==> config.mk <==
export PLATFORM = sky130hd
export DESIGN_NAME = rtnh_mac
export DESIGN_NICKNAME = d
export VERILOG_FILES = /design/src/rtl/rtnh_pkg.sv /design/src/rtl/rtnh_mac.sv
export SDC_FILE = /design/constraint.sdc
export NUM_CORES = 2
export LEC_CHECK = 0
export ABC_AREA = 0
export BUFFER_PORTS_ARGS = -buffer_cell sky130_fd_sc_hd__buf_2
export CAP_MARGIN = 10
export CORE_ASPECT_RATIO = 0.5
export CORE_MARGIN = 2
export CORE_UTILIZATION = 58
export DETAILED_ROUTE_END_ITERATION = 16
export PLACE_DENSITY = 0.79
export SETUP_SLACK_MARGIN = 0.4
export SLEW_MARGIN = 40
export SYNTH_ARGS = -nofsm -noshare
export SYNTH_HDL_FRONTEND = slang
export SYNTH_SLANG_ARGS = --single-unit
==> constraint.sdc <==
create_clock -name clk -period 9.1 [get_ports clk]
set_clock_uncertainty 0.1 [all_clocks]
set_input_delay 1.365 -clock clk [delete_from_list [all_inputs] [get_ports clk]]
set_output_delay 1.365 -clock clk [all_outputs]
set_load 0.02 [all_outputs]
==> src/rtl/rtnh_pkg.sv <==
// ----------------------------------------------------------------------------
// rtnh_pkg: shared types and constants for the ray/triangle nearest-hit block
// Operand and destination codes for the multiply-accumulate program, the
// sequencer states and default widths.
// ----------------------------------------------------------------------------
package rtnh_pkg;

  localparam int COORD_BITS_DEF = 32;
  localparam int BODY_BITS_DEF  = 8;
  localparam int FACE_BITS_DEF  = 16;
  localparam int DIST_BITS      = 31;
  localparam int DIG_BITS       = 16;
  localparam int Q_FRAC_BITS    = 16;
  localparam int NUM_UOPS       = 24;
  localparam int UOP_BITS       = 5;
  localparam int CFG_IDX_BITS   = 3;
  localparam int DIR_Z_RESET    = 65536;

  localparam logic [CFG_IDX_BITS-1:0] REG_ORIGIN_X    = 3'd0;
  localparam logic [CFG_IDX_BITS-1:0] REG_ORIGIN_Y    = 3'd1;
  localparam logic [CFG_IDX_BITS-1:0] REG_ORIGIN_Z    = 3'd2;
  localparam logic [CFG_IDX_BITS-1:0] REG_DIRECTION_X = 3'd3;
  localparam logic [CFG_IDX_BITS-1:0] REG_DIRECTION_Y = 3'd4;
  localparam logic [CFG_IDX_BITS-1:0] REG_DIRECTION_Z = 3'd5;

  typedef enum logic [4:0] {
    OP_DX, OP_DY, OP_DZ, OP_TX, OP_TY, OP_TZ,
    OP_E1X, OP_E1Y, OP_E1Z, OP_E2X, OP_E2Y, OP_E2Z,
    OP_P0, OP_P1, OP_P2, OP_Q0, OP_Q1, OP_Q2
  } opnd_t;

  typedef enum logic [3:0] {
    DST_NONE, DST_P0, DST_P1, DST_P2, DST_Q0, DST_Q1, DST_Q2,
    DST_DET, DST_U, DST_V, DST_T
  } dst_t;

  typedef enum logic [3:0] {
    ST_IDLE, ST_ISSUE, ST_WAIT, ST_STORE, ST_NORM, ST_CHKA, ST_CHKB,
    ST_SAT, ST_DIV, ST_UPD, ST_FINISH
  } state_t;

  typedef struct packed {
    opnd_t a;
    opnd_t b;
    logic  neg;
    logic  clr;
    dst_t  dst;
  } uop_t;

  typedef struct packed {
    logic start;
    logic clr;
  } mac_ctl_t;

  // Program: pvec = dir x e2, qvec = tvec x e1, then the four dot products.
  function automatic uop_t uop(input logic [UOP_BITS-1:0] k);
    uop_t u;
    u = '{a: OP_DX, b: OP_E1X, neg: 1'b0, clr: 1'b1, dst: DST_NONE};
    case (k)
      5'd0:  u = '{OP_DY,  OP_E2Z, 1'b0, 1'b1, DST_NONE};
      5'd1:  u = '{OP_DZ,  OP_E2Y, 1'b1, 1'b0, DST_P0};
      5'd2:  u = '{OP_DZ,  OP_E2X, 1'b0, 1'b1, DST_NONE};
      5'd3:  u = '{OP_DX,  OP_E2Z, 1'b1, 1'b0, DST_P1};
      5'd4:  u = '{OP_DX,  OP_E2Y, 1'b0, 1'b1, DST_NONE};
      5'd5:  u = '{OP_DY,  OP_E2X, 1'b1, 1'b0, DST_P2};
      5'd6:  u = '{OP_TY,  OP_E1Z, 1'b0, 1'b1, DST_NONE};
      5'd7:  u = '{OP_TZ,  OP_E1Y, 1'b1, 1'b0, DST_Q0};
      5'd8:  u = '{OP_TZ,  OP_E1X, 1'b0, 1'b1, DST_NONE};
      5'd9:  u = '{OP_TX,  OP_E1Z, 1'b1, 1'b0, DST_Q1};
      5'd10: u = '{OP_TX,  OP_E1Y, 1'b0, 1'b1, DST_NONE};
      5'd11: u = '{OP_TY,  OP_E1X, 1'b1, 1'b0, DST_Q2};
      5'd12: u = '{OP_E1X, OP_P0,  1'b0, 1'b1, DST_NONE};
      5'd13: u = '{OP_E1Y, OP_P1,  1'b0, 1'b0, DST_NONE};
      5'd14: u = '{OP_E1Z, OP_P2,  1'b0, 1'b0, DST_DET};
      5'd15: u = '{OP_TX,  OP_P0,  1'b0, 1'b1, DST_NONE};
      5'd16: u = '{OP_TY,  OP_P1,  1'b0, 1'b0, DST_NONE};
      5'd17: u = '{OP_TZ,  OP_P2,  1'b0, 1'b0, DST_U};
      5'd18: u = '{OP_DX,  OP_Q0,  1'b0, 1'b1, DST_NONE};
      5'd19: u = '{OP_DY,  OP_Q1,  1'b0, 1'b0, DST_NONE};
      5'd20: u = '{OP_DZ,  OP_Q2,  1'b0, 1'b0, DST_V};
      5'd21: u = '{OP_E2X, OP_Q0,  1'b0, 1'b1, DST_NONE};
      5'd22: u = '{OP_E2Y, OP_Q1,  1'b0, 1'b0, DST_NONE};
      5'd23: u = '{OP_E2Z, OP_Q2,  1'b0, 1'b0, DST_T};
      default: u = '{OP_DX, OP_E1X, 1'b0, 1'b1, DST_NONE};
    endcase
    return u;
  endfunction

endpackage

==> src/rtl/rtnh_mac.sv <==
// ----------------------------------------------------------------------------
// rtnh_mac: shared digit-serial multiply-accumulate unit
// Multiplies a short signed operand by a wide signed operand one 16-bit
// digit per cycle, most significant digit first, then adds the product into
// the accumulator (or loads it when clr is set).
// ----------------------------------------------------------------------------
module rtnh_mac import rtnh_pkg::*; #(
  parameter  int CW  = COORD_BITS_DEF,
  localparam int AOW = CW + 2,
  localparam int BW  = 2 * CW + 3,
  localparam int AW  = 3 * CW + 6
) (
  input  logic                  clk,
  input  logic                  rst_n,
  input  mac_ctl_t              ctl,
  input  logic signed [AOW-1:0] a_op,
  input  logic signed [BW-1:0]  b_op,
  output logic signed [AW-1:0]  acc,
  output logic                  done
);

  localparam int ND  = (BW + DIG_BITS - 1) / DIG_BITS;
  localparam int EW  = ND * DIG_BITS;
  localparam int PW  = AOW + DIG_BITS + 1;
  localparam int PHW = $clog2(ND + 2);
  localparam int IXW = $clog2(ND);

  logic [PHW-1:0]         ph_r;
  logic                   busy_r;
  logic signed [PW-1:0]   prod_r;
  logic signed [AW-1:0]   pr_r;
  logic signed [AW-1:0]   acc_r;
  logic signed [EW-1:0]   b_ext;
  logic [IXW-1:0]         dig_idx;
  logic [DIG_BITS-1:0]    dig_raw;
  logic signed [DIG_BITS:0] dig_s;
  logic                   in_mul, in_fold, in_add;

  assign b_ext   = EW'(b_op);
  assign dig_idx = IXW'(ND - 1) - ph_r[IXW-1:0];
  assign dig_raw = b_ext[dig_idx*DIG_BITS +: DIG_BITS];
  // Only the top digit carries the sign; the rest are unsigned.
  assign dig_s   = {(dig_idx == IXW'(ND - 1)) ? b_ext[EW-1] : 1'b0, dig_raw};

  assign in_mul  = busy_r && (ph_r < PHW'(ND));
  assign in_fold = busy_r && (ph_r >= PHW'(1)) && (ph_r <= PHW'(ND));
  assign in_add  = busy_r && (ph_r == PHW'(ND + 1));
  assign done    = in_add;
  assign acc     = acc_r;

  always_ff @(posedge clk) begin
    if (!rst_n) begin
      busy_r <= 1'b0;
      ph_r   <= '0;
    end else if (ctl.start) begin
      busy_r <= 1'b1;
      ph_r   <= '0;
    end else if (busy_r) begin
      ph_r <= ph_r + PHW'(1);
      if (in_add) begin
        busy_r <= 1'b0;
      end
    end
  end

  always_ff @(posedge clk) begin
    if (in_mul) begin
      prod_r <= a_op * dig_s;
    end
    if (in_fold) begin
      if (ph_r == PHW'(1)) begin
        pr_r <= AW'(prod_r);
      end else begin
        pr_r <= (pr_r <<< DIG_BITS) + AW'(prod_r);
      end
    end
    if (in_add) begin
      acc_r <= (ctl.clr ? '0 : acc_r) + pr_r;
    end
  end

endmodule

==> metrics.md <==
| Metric | Value |
|---|---|
| Die area | 72980 um^2 |
| Initial Utilization | 59.07% |
| Port bufs | 207 |
| Actual slew at the worst max-slew pin | 0.8161 ns |
| Placed Area | 42800 um^2 |
| Final hold vios | 0 |
| Hold_ws | 0.3206 ns |
| Worst-skew pair later-pin latency | 0.58 ns |
| Placed insts | 5497 |
| Period utilisation layout | 92.78% |
| Slowest-stage cell, CP | fa_1 |
| CP Class | reg -> reg |
| Core ar. | 69430 um^2 |
| CP required | 9.31 ns |
| Simple-gate area share of the yosys netlist | 16.37% |
| Max_slew headroom | 45.60% |
| Post-Synth XOR/XNOR Area | 4.976% |
| Mux cell area share after synthesis | 0.9030% |
| CP Max Fanout | 23 |
| Largest family of logic cells by synthesized area | adder cells |
| Reg2reg start | ph_r[0] |
| Crit path max-delay family | adder cells |
| Area leader, netlist | fa_1 |
| Register clock-pin slew on the reported worst setup and hold paths | 0.06 ns |
| CTS root buf | clkbuf_16 |
| CP Buf/Inv Count | 7 |
| All-Layer GR Usage | 32.37% |
| Critical Path AT | 8.65 ns |
| Max Fclk | 118.4 MHz |
| Reg-to-reg slack, setup | 0.66 ns |
| Cell area after layout | 44070 um^2 |
| Clock Tree Buf Depth | 3 |
| Mapped Area | 41010 um^2 |
| Synth cell types | 96 |
| Final HPWL DP | 93770 um |
| CP startpoint kind | register |
| First-pass GRT wire length | 186400 um |
| Most used flip-flop cell after synthesis | edfxtp_1 |
| Max-Cap Viols | 0 |
| Total grt overflow | 0 |
| Sink Count | 259 |
| Io pins | 208 |
| Syn_nets | 5488 |
| EDFF count, synth | 255 |
| FP Rows | 68 |
| Tmin final | 8.443 ns |
| Routability Congestion | 0.9661 |
| Post-synth ARST share | 0% |
| Crit path capture type | register |
| Final ANT Viol Nets | 0 |
| Share of cells above drive strength 1 | 8.709% |
| Stages on the worst setup path | 29 |
| Final setup vio count | 0 |
| Detailed Route WL | 117700 um |
| CTS tree | yes |
| Wire per inst | 21.17 um |
| #FFs+latches synth | 259 |
| Most frequent cells in the layout | inv_1, fa_1, nand2_1, ha_1, a21oi_1 |
| Synthesized instance count | 4520 |
| Sequential area share after synthesis | 18.87% |
| Num CTS Buffers | 29 |
| Synth warn | 0 |
| Vias in the first global route | 34120 |
| Final non-filler cell total | 5561 |
| DRT Pass-1 Iters | 6 |
| Compound-Gate Fraction of Synth Area | 14.16% |
| Top post-synthesis cells by area | fa_1, edfxtp_1, ha_1 |
| Crit path to | prod_r[50] |
| Top-area cell type share of the netlist area | 27.04% |
| Largest net degree at the start of global routing | 77 |
| Final nets | 5562 |
| Via count | 33440 |
| Die Y | 192.0 um |
| Commonest non-fill, non-tap cell in the layout | inv_1 |
| Setup_tns | 0 ns |
| Die W | 380.1 um |
| Synth-to-layout area growth | 7.444% |
| H-tree levels | 1 |
| N_diodes | 0 |
| RSZ-0062 raised after global routing | false |
| Synth Area in Adders | 36.47% |
| Initial antenna violation count | 1 |
| Slew Limit Fails | 0 |
| DRC | 0 |
| Drt via density | 6.013 |
| Mapped Avg Cell Area | 9.074 um^2 |
| CP most frequent cell | fa_1 |
| Status | finished clean |
| Critical path launch point | ph_r[0] |
| R2R depth | 29 |
| R2r endpoint | prod_r[50] |
| HP Class | reg -> reg |
| Iteration-0 DRC Markers | 3234 |
| CTS Hold Bufs | 0 |
| Peak per-stage delay on the critical path | 0.56 ns |
==> how the worst min path moves through the flow <==
stage               startpoint  endpoint  depth (start not counted)
floorplan            prod_r[0]   pr_r[0]                          0
global placement     prod_r[0]   pr_r[0]                          0
detailed placement  prod_r[14]  pr_r[14]                          0
CTS                 prod_r[13]  pr_r[13]                          0
global route        prod_r[14]  pr_r[14]                          0
finish              prod_r[14]  pr_r[14]                          0
==> Yosys cell counts, types with 142 or more instances <==
| master | count |
|---|---|
| inv_1 | 650 |
| fa_1 | 554 |
| nand2_1 | 505 |
| ha_1 | 309 |
| a21oi_1 | 298 |
| edfxtp_1 | 255 |
| o21ai_0 | 212 |
| and2_1 | 200 |
| nor2_1 | 197 |
| nor2b_1 | 195 |
| clkbuf_1 | 184 |
| xnor2_1 | 142 |
==> layout make-up <==
class	instances	area (um^2)
clock buffer	32	737.0
clock inverter	21	295.3
fill	5711	25360
inverter	650	2444
multi-input combinational	3392	30140
sequential	259	7737
tap	945	1182
timing repair buffer	262	1530
==> registers in the layout, indices dropped and copies added (netlist names) <==
signal / flops
acc: 102
prod_r: 51
pr_r: 102
busy_r: 1
ph_r: 3
==> worst reg2reg max path, delay by kind of cell, from the launching register on <==
family,cells,cell delay (ns)
xor gates and xnor gates,1,0.08
adders and majority gates,8,3.84
and+or+nand+nor,2,0.30
AOI/OAI and AO/OA,10,2.21
DFF,1,0.35
buffers and inverters,7,1.06
muxes,1,0.21
==> metrics by stage <==
stage               utilization [%]  setup WS (ns)
finish                        63.47         0.6570
global route                  63.47         0.3664
floorplan                         -         0.4309
global placement              61.57         0.1618
detailed placement            61.64         0.2454
CTS                           63.13         0.5757
==> per-layer routing <==
metal / GRT usage (%) / part of all wire (%)
met1: 45.97 / 43
met2: 52.18 / 45
met3: 5.402 / 9.3
met5: 0 / 0.011
met4: 7.723 / 2.6
==> what timing repair did <==
item,4_1_cts,5_1_grt
setup buffers,0,8
setup endpoints to repair,0,7
gates resized for setup,0,12
==> cell families (layout without fill, tap and decap cells) <==
logic type      after synthesis  in the layout
simple gates               1358           1358
compound gates              918            921
buf+inv                     872            965
fa+ha+maj                   863            863
flops                       259            259
xor+xnor                    233            233
mux                          17             17
Power is not shown: default switching activity piles up to over one toggle a cycle in this logic, so the estimate is an artifact.
